==> config.mk <==
export PLATFORM = sky130hd
export DESIGN_NAME = spv_front
export DESIGN_NICKNAME = d
export VERILOG_FILES = /design/src/hw/rtl/spv_pkg.sv /design/src/hw/rtl/spv_front.sv
export SDC_FILE = /design/constraint.sdc
export NUM_CORES = 1
export LEC_CHECK = 0
export BUFFER_PORTS_ARGS = -buffer_cell sky130_fd_sc_hd__clkbuf_2
export CAP_MARGIN = 40
export CORE_ASPECT_RATIO = 1.1
export CORE_MARGIN = 2
export CORE_UTILIZATION = 26
export DETAILED_ROUTE_END_ITERATION = 8
export GPL_ROUTABILITY_DRIVEN = 1
export PLACE_DENSITY_LB_ADDON = 0.2
export SETUP_SLACK_MARGIN = 0.1
export SLEW_MARGIN = 10
export SYNTH_ARGS = -nofsm -noshare
export SYNTH_HDL_FRONTEND = slang
export SYNTH_SLANG_ARGS = --single-unit
==> constraint.sdc <==
create_clock -name vclk -period 1
set_input_delay 0.15 -clock vclk [all_inputs]
set_output_delay 0.15 -clock vclk [all_outputs]
set_load 0.02 [all_outputs]
==> src/hw/rtl/spv_pkg.sv <==
// Shared types, codes and helpers for the sample playback voice.
// Used by every module of the block; depends on nothing else.
package spv_pkg;

    // Input item kinds as they arrive on the item channel.
    typedef enum logic [1:0] {
        KIND_LOAD   = 2'd0,
        KIND_REWIND = 2'd1,
        KIND_TICK   = 2'd2
    } kind_t;

    // Operations handed from the front end to the back end.
    typedef enum logic [1:0] {
        OP_LOAD,
        OP_REWIND,
        OP_TICK
    } op_t;

    // Configuration register indexes.
    typedef enum logic [2:0] {
        REG_PLAY_RATE    = 3'd0,
        REG_LEVEL_GAIN   = 3'd1,
        REG_LEFT_WEIGHT  = 3'd2,
        REG_RIGHT_WEIGHT = 3'd3,
        REG_STEREO_MODE  = 3'd4,
        REG_FRAME_COUNT  = 3'd5
    } reg_index_t;

    localparam int CFG_INDEX_W = 3;
    localparam int CFG_DATA_W  = 24;

    // Back end state machine.
    typedef enum logic [1:0] {
        B_IDLE,
        B_MUL1,
        B_MUL2,
        B_DONE
    } back_state_t;

    // Queue between front and back end.
    localparam int QUEUE_DEPTH = 2;
    localparam int QUEUE_PTR_W = 1;

    // Datapath widths: sample x gain, then x weight, then round off 27 bits.
    localparam int PROD1_W     = 33;
    localparam int PROD2_W     = 50;
    localparam int ROUND_SHIFT = 27;
    localparam int SCALED_W    = PROD2_W - ROUND_SHIFT;

    typedef struct packed {
        logic        [1:0]  kind;
        logic        [15:0] frame_index;
        logic signed [15:0] sample_left;
        logic signed [15:0] sample_right;
        logic signed [15:0] mix_left;
        logic signed [15:0] mix_right;
    } in_item_t;

    typedef struct packed {
        logic signed [15:0] left_out;
        logic signed [15:0] right_out;
        logic signed [15:0] current_sample;
        logic               ended;
    } out_item_t;

    typedef struct packed {
        logic signed [23:0] play_rate;
        logic        [15:0] level_gain;
        logic        [15:0] left_weight;
        logic        [15:0] right_weight;
        logic               stereo_mode;
        logic        [16:0] frame_count;
    } cfg_t;

    localparam logic signed [23:0] RESET_PLAY_RATE    = 24'sd65536;
    localparam logic        [15:0] RESET_LEVEL_GAIN   = 16'd4096;
    localparam logic        [15:0] RESET_LEFT_WEIGHT  = 16'd23170;
    localparam logic        [15:0] RESET_RIGHT_WEIGHT = 16'd23170;
    localparam logic               RESET_STEREO_MODE  = 1'b0;
    localparam logic        [16:0] RESET_FRAME_COUNT  = 17'd0;

    // One job in the queue. For a load the two halves are the samples to
    // store, for a tick they are the mix values.
    typedef struct packed {
        op_t                op;
        logic        [15:0] index;
        logic signed [15:0] left;
        logic signed [15:0] right;
    } job_t;

    function automatic logic signed [15:0] sat16(input logic signed [23:0] value);
        logic signed [15:0] res;
        if (value > 24'sd32767)
        begin
            res = 16'sh7FFF;
        end
        else if (value < -24'sd32768)
        begin
            res = 16'sh8000;
        end
        else
        begin
            res = value[15:0];
        end
        return res;
    endfunction

endpackage

==> src/hw/rtl/spv_front.sv <==
// Front end of the sample playback voice: accepts items and classifies them.
// Depends on spv_pkg. Feeds spv_queue.
module spv_front #(
    parameter int MAX_FRAMES = 65536
) (
    input  logic             item_valid,
    output logic             item_stall,
    input  spv_pkg::in_item_t item,
    output logic             push_valid,
    input  logic             push_ready,
    output spv_pkg::job_t    push_job
);
    import spv_pkg::*;

    localparam int AW = $clog2(MAX_FRAMES);
    localparam int IW = ((AW > 16) ? AW : 16) + 1;
    localparam logic [IW-1:0] FRAMES_W = IW'(MAX_FRAMES);

    logic          keep;
    logic [IW-1:0] index_w;

    assign index_w = IW'(item.frame_index);

    // Loads outside the store and unknown kinds are taken and dropped here.
    always_comb
    begin
        keep        = 1'b0;
        push_job.op = OP_TICK;
        unique case (item.kind)
            KIND_LOAD:
            begin
                keep        = (index_w < FRAMES_W);
                push_job.op = OP_LOAD;
            end
            KIND_REWIND:
            begin
                keep        = 1'b1;
                push_job.op = OP_REWIND;
            end
            KIND_TICK:
            begin
                keep        = 1'b1;
                push_job.op = OP_TICK;
            end
            default:
            begin
                keep        = 1'b0;
                push_job.op = OP_TICK;
            end
        endcase
    end

    always_comb
    begin
        push_job.index = item.frame_index;
        if (item.kind == KIND_LOAD)
        begin
            push_job.left  = item.sample_left;
            push_job.right = item.sample_right;
        end
        else
        begin
            push_job.left  = item.mix_left;
            push_job.right = item.mix_right;
        end
    end

    assign item_stall = !push_ready;
    assign push_valid = item_valid && keep;

endmodule

==> results.json <==
{
  "status": "finished with violations",
  "violations": "negative setup slack",
  "place.gp.congestion": 0.643,
  "syn_nets": 140,
  "diodes": 0,
  "synth_top_cell_area_share_pct": 68.3,
  "synthMuxAreaShare_pct": 71.7,
  "yosys_warnings": 0,
  "initial_core_util_pct": 26.9,
  "finalMaxSlewViolations": 0,
  "critPathArrivalTime_ns": 1.11,
  "hp-class": "input port to output pin",
  "power_density_nw_per_um2": 562,
  "rows": 19,
  "grt_pass1_wl_um": 2730,
  "synth_compound_area_share_pct": 1.14,
  "worst_slew_pin_slew_ns": 0.148,
  "hold_viol": 0,
  "post-route-drc-count": 0,
  "cts_hold_buf": 0,
  "critPathTopFamily": "buffers and inverters",
  "design.seq.count": 0,
  "min_period_ns": 1.26,
  "first_pass_iters": 4,
  "antenna_found_initial": 0,
  "holdWs_ns": 0.300,
  "grt_max_degree": 20,
  "dieWidth_um": 52.0,
  "critical_path_class": "input port to output pin",
  "yosysTopAreaCell": "mux2_4",
  "via_per_inst": 4.24,
  "nClkBuffers": 0,
  "vias": 737,
  "start_kind": "input port",
  "drv_cap": 0,
  "synthCells": 56,
  "tns_ns": -7.33,
  "synth_fa_ha_area_share_pct": 0,
  "p_leak_nw": 0.721,
  "ys_seq_area_share_pct": 0,
  "die_area_um2": 2960,
  "syn_avg_cell_area_um2": 11.8,
  "yosysMostFrequentCell": "mux2_4",
  "critPathMaxStageDelay_ns": 0.31,
  "ir_drop_uv": 257,
  "finalPower_mw": 0.663,
  "fmax_mhz": 795,
  "routed_wl_um": 1940,
  "worst_slack_ns": -0.258,
  "yosys.area_share.simple_pct": 2.66,
  "coreArea_um2": 2450,
  "area_growth_pct": 78.9,
  "synthXorXnorAreaFrac_pct": 0,
  "drt_iter0_drc": 5,
  "synth_area_um2": 659,
  "dp_hpwl_um": 1750,
  "yosys-top-cells-count": "mux2_4 (30), buf_4 (16), buf_6 (3), mux2_2 (2)",
  "port-buffer-count": 104,
  "wl_per_cell_um": 11.2,
  "path_cells": "clkbuf_2, nor2_4, buf_12, mux2_4, buf_4",
  "grt_setup_unrepaired": "yes",
  "crit_fanout": 19,
  "critPathSlowestCell": "mux2_4",
  "maxSlewHeadroom_pct": 90.1,
  "setup_viol": 32,
  "grt_pass1_vias": 632,
  "synthTopCellsByArea": "mux2_4 (68%), buf_4 (18%), buf_6 (5.1%)",
  "fin_util_pct": 48.2,
  "grt-ovfl-total": 0,
  "worstPathRequired_ns": 0.85,
  "cts_setup_buffers": 0,
  "ios": 136,
  "grt_use_total_pct": 11.4,
  "path_buf_inv": 3,
  "postRouteAntennaNets": 0,
  "nNetsFinal": 229,
  "drive_gt1_share_pct": 97.9,
  "crit_path_end_kind": "output pin",
  "regArea_um2": 0,
  "synth_cell_types": 9,
  "synth_top_family_by_area": "multiplexers",
  "finalCritPeriodShare_pct": 126,
  "die_y_um": 56.8
}
final timing paths:
check  slack, ns  cells after the start            to  startpoint
max        -0.26                      5  push_job[10]    item[80]
min         0.30                      0  push_job[44]    item[76]
placed cells by master, fill, tap and decap left out:
cell type   n
buf_6      11
clkbuf_2   89
mux2_2      2
nor2b_1     1
buf_2       3
mux2_4     30
nor2_4      1
buf_12      2
inv_1       1
buf_4       2
a21boi_0    1
cell type report:
type	count	area, um2
fillers	223	1270
repair buffers	107	639
multi-input cells	35	498
well taps	31	38.8
inverters	1	3.75
through the flow:
step / setup WS, ns / cell area [um2] / instances
2_1_floorplan: 0.0184 / 659 / 56
3_3_place_gp: -0.243 / 1110 / 174
3_5_place_dp: -0.269 / 1110 / 174
4_1_cts: -0.267 / 1110 / 174
5_1_grt: -0.301 / 1180 / 174
6_report: -0.258 / 1180 / 174
where the power goes:
group | internal, mW | switching, mW | total, mW | leakage (nW)
Clock | 0 | 0 | 0 | 0
Sequential | 0 | 0 | 0 | 0
Combinational | 0.375 | 0.288 | 0.663 | 0.721
metal layers:
layer  GRT usage (%)  vias up  part of all wire, %
met5               0        -                    0
li1                -      354                    -
met3           0.798        4                   13
met4            1.13        0                 0.51
met2            24.4       52                   59
met1            11.4      327                   27
cells by family after synthesis:
kind of cell / count (synthesis)
mux: 32
buf+inv: 21
compound gates: 1
simple gates: 2
what timing repair did:
item	4_1_cts	5_1_grt
resized for setup	0	38
hold endpoints to repair	0	0
endpoints found under the setup margin	32	33
gates cloned	0	0
Power figures use the tool's default switching activity.
