## src/hw/rtl/spv_pkg.sv

```systemverilog
// Shared types, codes and helpers for the sample playback voice.
// Used by every module of the block; depends on nothing else.
package spv_pkg;

    // Input item kinds as they arrive on the item channel.
    typedef enum logic [1:0] {
        KIND_LOAD   = 2'd0,
        KIND_REWIND = 2'd1,
        KIND_TICK   = 2'd2
    } kind_t;

    // Operations handed from the front end to the back end.
    typedef enum logic [1:0] {
        OP_LOAD,
        OP_REWIND,
        OP_TICK
    } op_t;

    // Configuration register indexes.
    typedef enum logic [2:0] {
        REG_PLAY_RATE    = 3'd0,
        REG_LEVEL_GAIN   = 3'd1,
        REG_LEFT_WEIGHT  = 3'd2,
        REG_RIGHT_WEIGHT = 3'd3,
        REG_STEREO_MODE  = 3'd4,
        REG_FRAME_COUNT  = 3'd5
    } reg_index_t;

    localparam int CFG_INDEX_W = 3;
    localparam int CFG_DATA_W  = 24;

    // Back end state machine.
    typedef enum logic [1:0] {
        B_IDLE,
        B_MUL1,
        B_MUL2,
        B_DONE
    } back_state_t;

    // Queue between front and back end.
    localparam int QUEUE_DEPTH = 2;
    localparam int QUEUE_PTR_W = 1;

    // Datapath widths: sample x gain, then x weight, then round off 27 bits.
    localparam int PROD1_W     = 33;
    localparam int PROD2_W     = 50;
    localparam int ROUND_SHIFT = 27;
    localparam int SCALED_W    = PROD2_W - ROUND_SHIFT;

    typedef struct packed {
        logic        [1:0]  kind;
        logic        [15:0] frame_index;
        logic signed [15:0] sample_left;
        logic signed [15:0] sample_right;
        logic signed [15:0] mix_left;
        logic signed [15:0] mix_right;
    } in_item_t;

    typedef struct packed {
        logic signed [15:0] left_out;
        logic signed [15:0] right_out;
        logic signed [15:0] current_sample;
        logic               ended;
    } out_item_t;

    typedef struct packed {
        logic signed [23:0] play_rate;
        logic        [15:0] level_gain;
        logic        [15:0] left_weight;
        logic        [15:0] right_weight;
        logic               stereo_mode;
        logic        [16:0] frame_count;
    } cfg_t;

    localparam logic signed [23:0] RESET_PLAY_RATE    = 24'sd65536;
    localparam logic        [15:0] RESET_LEVEL_GAIN   = 16'd4096;
    localparam logic        [15:0] RESET_LEFT_WEIGHT  = 16'd23170;
    localparam logic        [15:0] RESET_RIGHT_WEIGHT = 16'd23170;
    localparam logic               RESET_STEREO_MODE  = 1'b0;
    localparam logic        [16:0] RESET_FRAME_COUNT  = 17'd0;

    // One job in the queue. For a load the two halves are the samples to
    // store, for a tick they are the mix values.
    typedef struct packed {
        op_t                op;
        logic        [15:0] index;
        logic signed [15:0] left;
        logic signed [15:0] right;
    } job_t;

    function automatic logic signed [15:0] sat16(input logic signed [23:0] value);
        logic signed [15:0] res;
        if (value > 24'sd32767)
        begin
            res = 16'sh7FFF;
        end
        else if (value < -24'sd32768)
        begin
            res = 16'sh8000;
        end
        else
        begin
            res = value[15:0];
        end
        return res;
    endfunction

endpackage

```

## src/hw/rtl/spv_queue.sv

```systemverilog
// Short job queue between the front and back ends of the playback voice.
// Depends on spv_pkg for the job type and depth.
module spv_queue (
    input  logic          clk,
    input  logic          rst_n,
    input  logic          push_valid,
    output logic          push_ready,
    input  spv_pkg::job_t push_job,
    output logic          pop_valid,
    input  logic          pop_ready,
    output spv_pkg::job_t pop_job
);
    import spv_pkg::*;

    job_t                   entries_reg [QUEUE_DEPTH];
    logic [QUEUE_PTR_W-1:0] wr_ptr_reg;
    logic [QUEUE_PTR_W-1:0] wr_ptr_next;
    logic [QUEUE_PTR_W-1:0] rd_ptr_reg;
    logic [QUEUE_PTR_W-1:0] rd_ptr_next;
    logic [QUEUE_PTR_W:0]   fill_reg;
    logic [QUEUE_PTR_W:0]   fill_next;
    logic                   do_push;
    logic                   do_pop;

    assign push_ready = (fill_reg != (QUEUE_PTR_W + 1)'(QUEUE_DEPTH));
    assign pop_valid  = (fill_reg != '0);
    assign do_push    = push_valid && push_ready;
    assign do_pop     = pop_valid && pop_ready;
    assign pop_job    = entries_reg[rd_ptr_reg];

    always_comb
    begin
        wr_ptr_next = do_push ? wr_ptr_reg + QUEUE_PTR_W'(1) : wr_ptr_reg;
        rd_ptr_next = do_pop ? rd_ptr_reg + QUEUE_PTR_W'(1) : rd_ptr_reg;
        fill_next   = fill_reg;
        if (do_push && !do_pop)
        begin
            fill_next = fill_reg + (QUEUE_PTR_W + 1)'(1);
        end
        else if (do_pop && !do_push)
        begin
            fill_next = fill_reg - (QUEUE_PTR_W + 1)'(1);
        end
    end

    always_ff @(posedge clk or negedge rst_n)
    begin
        if (!rst_n)
        begin
            wr_ptr_reg <= '0;
            rd_ptr_reg <= '0;
            fill_reg   <= '0;
        end
        else
        begin
            wr_ptr_reg <= wr_ptr_next;
            rd_ptr_reg <= rd_ptr_next;
            fill_reg   <= fill_next;
        end
    end

    always_ff @(posedge clk)
    begin
        if (do_push)
        begin
            entries_reg[wr_ptr_reg] <= push_job;
        end
    end

endmodule

```

## config.mk

```make
export PLATFORM = sky130hd
export DESIGN_NAME = spv_queue
export DESIGN_NICKNAME = d
export VERILOG_FILES = /design/src/hw/rtl/spv_pkg.sv /design/src/hw/rtl/spv_queue.sv
export SDC_FILE = /design/constraint.sdc
export NUM_CORES = 1
export LEC_CHECK = 0
export ABC_AREA = 0
export BUFFER_PORTS_ARGS = -buffer_cell sky130_fd_sc_hd__buf_2
export CORE_ASPECT_RATIO = 1.1
export CORE_MARGIN = 4
export CORE_UTILIZATION = 52
export DETAILED_ROUTE_END_ITERATION = 7
export PLACE_DENSITY = 0.83
export SETUP_SLACK_MARGIN = 0.1
export SLEW_MARGIN = 5
export SYNTH_ARGS = -nofsm -noshare
export SYNTH_HDL_FRONTEND = slang
export SYNTH_SLANG_ARGS = --single-unit
```

## constraint.sdc

```tcl
create_clock -name clk -period 4.5 [get_ports clk]
set_clock_uncertainty 0.1 [all_clocks]
set_input_delay 0 -clock clk [delete_from_list [all_inputs] [get_ports clk]]
set_output_delay 0 -clock clk [all_outputs]
set_load 0.005 [all_outputs]
```

==> impl_metrics.ini, run 1 <==
[sta]
drv_slew = 0
slew_headroom = 0.2258
period_needed_ns = 2.300
tightest_slew_ns = 1.161
tns_ns = 0
setup_slack_ns = 2.200
fin_crit_sh = 0.5110
max_freq_mhz = 434.9
rsz0062_at_grt = no
hold_violations = 0
setup_violations = 0

[power]
leakagePower_nw = 2.160
power-per-cell-area_mw_per_mm2 = 550.1
max-vdd-ir-drop_v = 0.0005064
p_total_w = 0.002937

[worst_setup_path]
worst_setup_path_end_kind = flop
crit-reg2reg-launch = fill_reg[0]
path_delay_family = simple AND/OR/NAND/NOR gates
rrSetupSlack_ns = 2.20
reg2reg_depth = 4
cp.required_ns = 4.44
max_stage_delay_ns = 0.76
crit_fanout = 33
critPathArrivalTime_ns = 2.24
reg2reg_to = entries_reg[0][11]
critPathLaunchType = flop
startpoint = fill_reg[0]
crit_slowest_cell = nor2_4
crit_buf_inv = 1
crit_chain = nand2b_1 -> nand2_1 -> nor2_4 -> buf_4
critPathKind = flop to flop

[synthesis]
yosysSeqAreaShare = 0.7652
ys_warn_count = 0
syn_nets = 229
ys_ff_latch = 104
ys_types = 15
avgSynthCellArea_sq_um = 23.31
synth_area_sq_mm = 0.004055
synthCells = 174

[place]
place_ws_ns = 2.167
dpl.hpwl_um = 4274
postPlaceCellArea_sq_mm = 0.004621
place_congestion = 0.6726
port_buffers = 105

[global_route]
grt-ovfl-total = 0
use_met2 = 0.2657
grt_busiest_layer = met2
grt.met1_usage = 0.1815
grt_start_max_net_pins = 52
antenna_found_initial = 0
grt_pass1_vias = 2158
use_met3 = 0.03809
grtUsageTotal = 0.1548
grt_pass1_wl_um = 10670

[floorplan]
initial_utilization = 0.5396
ioPinCount = 106
rows = 33
core-area_sq_mm = 0.007515
dieArea_sq_mm = 0.009277
die_h_um = 100.6
die_w_um = 92.20

[worst_hold_path]
whs_endpoint = entries_reg[0][35]
whs_path_depth = 2
hp-start = push_job[35]
hold_path.class = input pin to flop

[clock_tree]
clk_pin_slew_ns = 0.09
cts_num_sinks = 104
htree_levels = 3
cts_resized = 0
cts_buffers = 9
clk_path_buf_depth = 2
clock-root-buffer = clkbuf_8
clkLatencyLatePin_ns = 0.35
cts_tree = done

[finish]
final_nets = 394
drive_above_1_share = 0.4985
largest_reg_flops = 100
n_antenna_cell = 0
syn2layout_area_growth_pct = 31.66
n_fill_cell = 509
design_area_sq_mm = 0.005339

[route]
drt_iter0_drc = 91
num_vias = 2111
wl_per_cell_um = 15.63
first_pass_iters = 4
drc = 0
avgViaCountPerCell = 4.712
finalWirelength_um = 7001
ant_nets = 0

[outcome]
status = finished, final reports clean

[job]
drv_cap = 0
-- per-stage QoR --
stage	cells	util	hold slack (ns)
2_1_floorplan	174	-	-0.3956
3_3_place_gp	379	0.6149	-0.2922
3_5_place_dp	379	0.6149	-0.2872
4_1_cts	448	0.7105	0.2439
5_1_grt	448	0.7105	0.2515
6_report	448	0.7105	0.2673
-- synth_stat cells --
library cell  number  area (sq um)
buf_12             5         100.1
buf_6              1         11.26
nor2_1             2         7.510
edfxtp_1         100          3003
xor2_1             2         17.52
inv_1              1         3.750
mux2_4            49         735.7
and3_1             1         6.260
mux2_2             1         11.26
xnor2_1            3         26.28
dfrtp_1            4         100.1
or2_1              1         6.260
nand2_1            2         7.510
nand2b_1           1         6.260
ha_1               1         12.51
-- per-layer routing --
metal,part of all wire,up-vias
met3,0.054,16
met4,0.033,0
met2,0.52,72
li1,-,1002
met5,0,-
met1,0.39,1021
-- worst max path at each step --
stage               slack [ns]                 end  depth (start not counted)
floorplan                 1.19   entries_reg[0][0]                          3
global placement          2.25  entries_reg[0][14]                          4
detailed placement        2.17  entries_reg[0][14]                          4
CTS                       2.17  entries_reg[0][11]                          4
global route              2.02   entries_reg[0][6]                          4
finish                    2.20  entries_reg[0][11]                          4
-- cell type report --
type / count / area [sq um] / area share
flip-flops and latches: 104 / 3107 / 0.5819
well taps: 105 / 131.4 / 0.02461
clock buffers: 11 / 131.4 / 0.02461
multi-input cells: 63 / 845.8 / 0.1584
inverters: 1 / 3.754 / 0.0007031
repair buffers: 160 / 1074 / 0.2011
clock inverters: 4 / 46.29 / 0.008671
-- logic make-up (layout without fill, tap and decap cells) --
kind of cell,Yosys count,count (layout),synth area share
buffers and inverters,7,176,0.02839
flip-flops,104,104,0.7652
adder cells (fa/ha/maj),1,1,0.003085
multiplexers,50,50,0.1842
XOR/XNOR,5,5,0.01080
AND/OR/NAND/NOR,7,7,0.008335
-- power breakdown --
| group | switching [W] | internal, W | leakage (nW) |
|---|---|---|---|
| Clock | 0.000281 | 0.000252 | 0.0868 |
| Sequential | 0.000183 | 0.00133 | 0.975 |
| Combinational | 0.000329 | 0.000562 | 1.10 |
| Total | 0.000793 | 0.00214 | 2.16 |
-- worst reg2reg max path, stage by stage (launching register included) --
cell and delay, ns:
dfrtp_1 0.41, nand2b_1 0.17, nand2_1 0.14, nor2_4 0.76
buf_4 0.41
-- placed cells by master, fill, tap and decap left out, drive strengths merged, types with 2 or more instances in the layout --
cell type      n
dlygate4sd3   54
nand2          2
nor2           2
clkinv         2
xor2           2
clkbuf        11
buf          106
mux2          50
dfrtp          4
xnor2          3
edfxtp       100
-- repair_timing --
action,CTS,global route
hold endpoints to repair,106,0
setup buffers,0,0
hold buffers,54,0
No activity file was read; power rests on OpenSTA's default activity.
==> inputs of run 2 (changes only) <==
Settings changed: CORE_UTILIZATION 52 to 47, PLACE_DENSITY 0.83 to 0.79.
Clock period 4.5 ns to 2 ns, I/O delays scaled along.
==> impl_metrics.ini, run 2 (synthesis results as in run 1) <==
[worst_setup_path]
max_stage_delay_ns = 0.41
rrSetupSlack_ns = 0.38
cp.required_ns = 1.90
reg2reg_to = entries_reg[1][18]
startpoint = fill_reg[0]
critPathArrivalTime_ns = 1.52
crit_slowest_cell = dfrtp_1
crit_fanout = 31
reg2reg_depth = 3
worst_setup_path_end_kind = flop
critPathLaunchType = flop
critPathKind = flop to flop
crit_buf_inv = 1
path_delay_family = flip-flops
crit-reg2reg-launch = fill_reg[0]
crit_chain = nand2b_4 -> and3_2 -> buf_4

[sta]
max_freq_mhz = 616.1
tightest_slew_ns = 0.4377
slew_headroom = 0.7082
period_needed_ns = 1.623
rsz0062_at_grt = no
whs_ns = 0.2693
hold_violations = 0
setup_violations = 0
drv_slew = 0
tns_ns = 0
fin_crit_sh = 0.8116

[finish]
final_cell_mix = 105 x buf_2, 100 x edfxtp_1, 54 x dlygate4sd3_1
drive_above_1_share = 0.5214
n_antenna_cell = 0
layout_commonest_cell = buf_2
largest_reg_flops = 100
final_nets = 402
syn2layout_area_growth_pct = 35.30
utilization = 0.6525
finalNonFillerCells = 462

[floorplan]
die_h_um = 105.4
rows = 35
die_w_um = 96.57
dieArea_sq_mm = 0.01018
core-area_sq_mm = 0.008408
initial_utilization = 0.4823
ioPinCount = 106

[global_route]
grt_start_max_net_pins = 32
grtUsageTotal = 0.1408
antenna_found_initial = 0
grt_pass1_vias = 2233
grt-ovfl-total = 0
grt_pass1_wl_um = 10700

[clock_tree]
cts_num_sinks = 104
clkLatencyLatePin_ns = 0.34
htree_levels = 3
clk_path_buf_depth = 2
cts_tree = done
clk_pin_slew_ns = 0.09
cts_buffers = 9
clock-root-buffer = clkbuf_8

[route]
drt_iter0_drc = 81
wl_per_cell_um = 15.04
first_pass_iters = 4
drc = 0
num_vias = 2135
avgViaCountPerCell = 4.621
finalWirelength_um = 6948
drt-met1-wl_um = 2640
routed-wl-met3_um = 467
met2_length_um = 3769
ant_nets = 0
top_layer = met4

[place]
dp.cells = 390
place_congestion = 0.6522
dpl.hpwl_um = 4428
port_buffers = 105

[outcome]
status = finished, final reports clean

[power]
leakagePower_nw = 2.239
power-per-cell-area_mw_per_mm2 = 1266
max-vdd-ir-drop_v = 0.0007906

[worst_hold_path]
whs_endpoint = entries_reg[1][26]
hp-start = push_job[26]
whs_path_depth = 2
hold_path.class = input pin to flop

[job]
drv_cap = 0
run 2: cell count changes in the layout (fill, tap and decap cells not counted), sizes merged:
cell      previous run  this run
buf                106       114
bufinv               1         2
clkbuf              11        10
clkinv               2         3
clkinvlp             1         0
run 2: repair_timing:
| action | in CTS | in global routing |
|---|---|---|
| endpoints found under the setup margin | 0 | 4 |
| endpoints found under the hold margin | 107 | 0 |
| gates resized for setup | 0 | 0 |
| hold buffers | 54 | 0 |
| setup buffers | 0 | 3 |
run 2: layout make-up:
cell class | instances | area, sq um
multi-input combinational | 63 | 855.8
fill | 606 | 2922
sequential | 104 | 3107
inverter | 1 | 3.754
tap | 111 | 138.9
timing repair buffer | 168 | 1171
clock buffer | 10 | 127.6
clock inverter | 5 | 82.58
run 2: metrics by stage:
stage                     area (sq um)  setup WS (ns)  total power [W]
final                             5487         0.3768         0.006945
after global routing              5487         0.2882         0.007327
after CTS                         5451         0.1348         0.006967
after detailed placement          4701         0.3740         0.005548
after global placement            4701         0.4096         0.005482
after floorplan                   4074         0.1078         0.004863
run 2: worst max path at each step:
stage                               endpoint  slack, ns  depth (start not counted)
final                     entries_reg[1][18]       0.38                          3
after global routing      entries_reg[1][18]       0.29                          3
after CTS                        pop_job[43]       0.13                          3
after detailed placement  entries_reg[0][16]       0.37                          4
after global placement    entries_reg[0][44]       0.41                          4
after floorplan            entries_reg[0][0]       0.11                          3
run 2: per-layer routing:
metal / GRT usage / vias to the layer above
met1: 0.1600 / 1048
li1: - / 1018
met3: 0.04640 / 5
met2: 0.2470 / 64
met5: 0 / -
met4: 0.04309 / 0
run 2: report_power, final:
group / internal, W / switching [W] / leakage (nW)
registers: 0.00299 / 0.000173 / 0.975
clock network: 0.000701 / 0.000644 / 0.106
logic: 0.00141 / 0.00103 / 1.16
total: 0.00510 / 0.00185 / 2.24
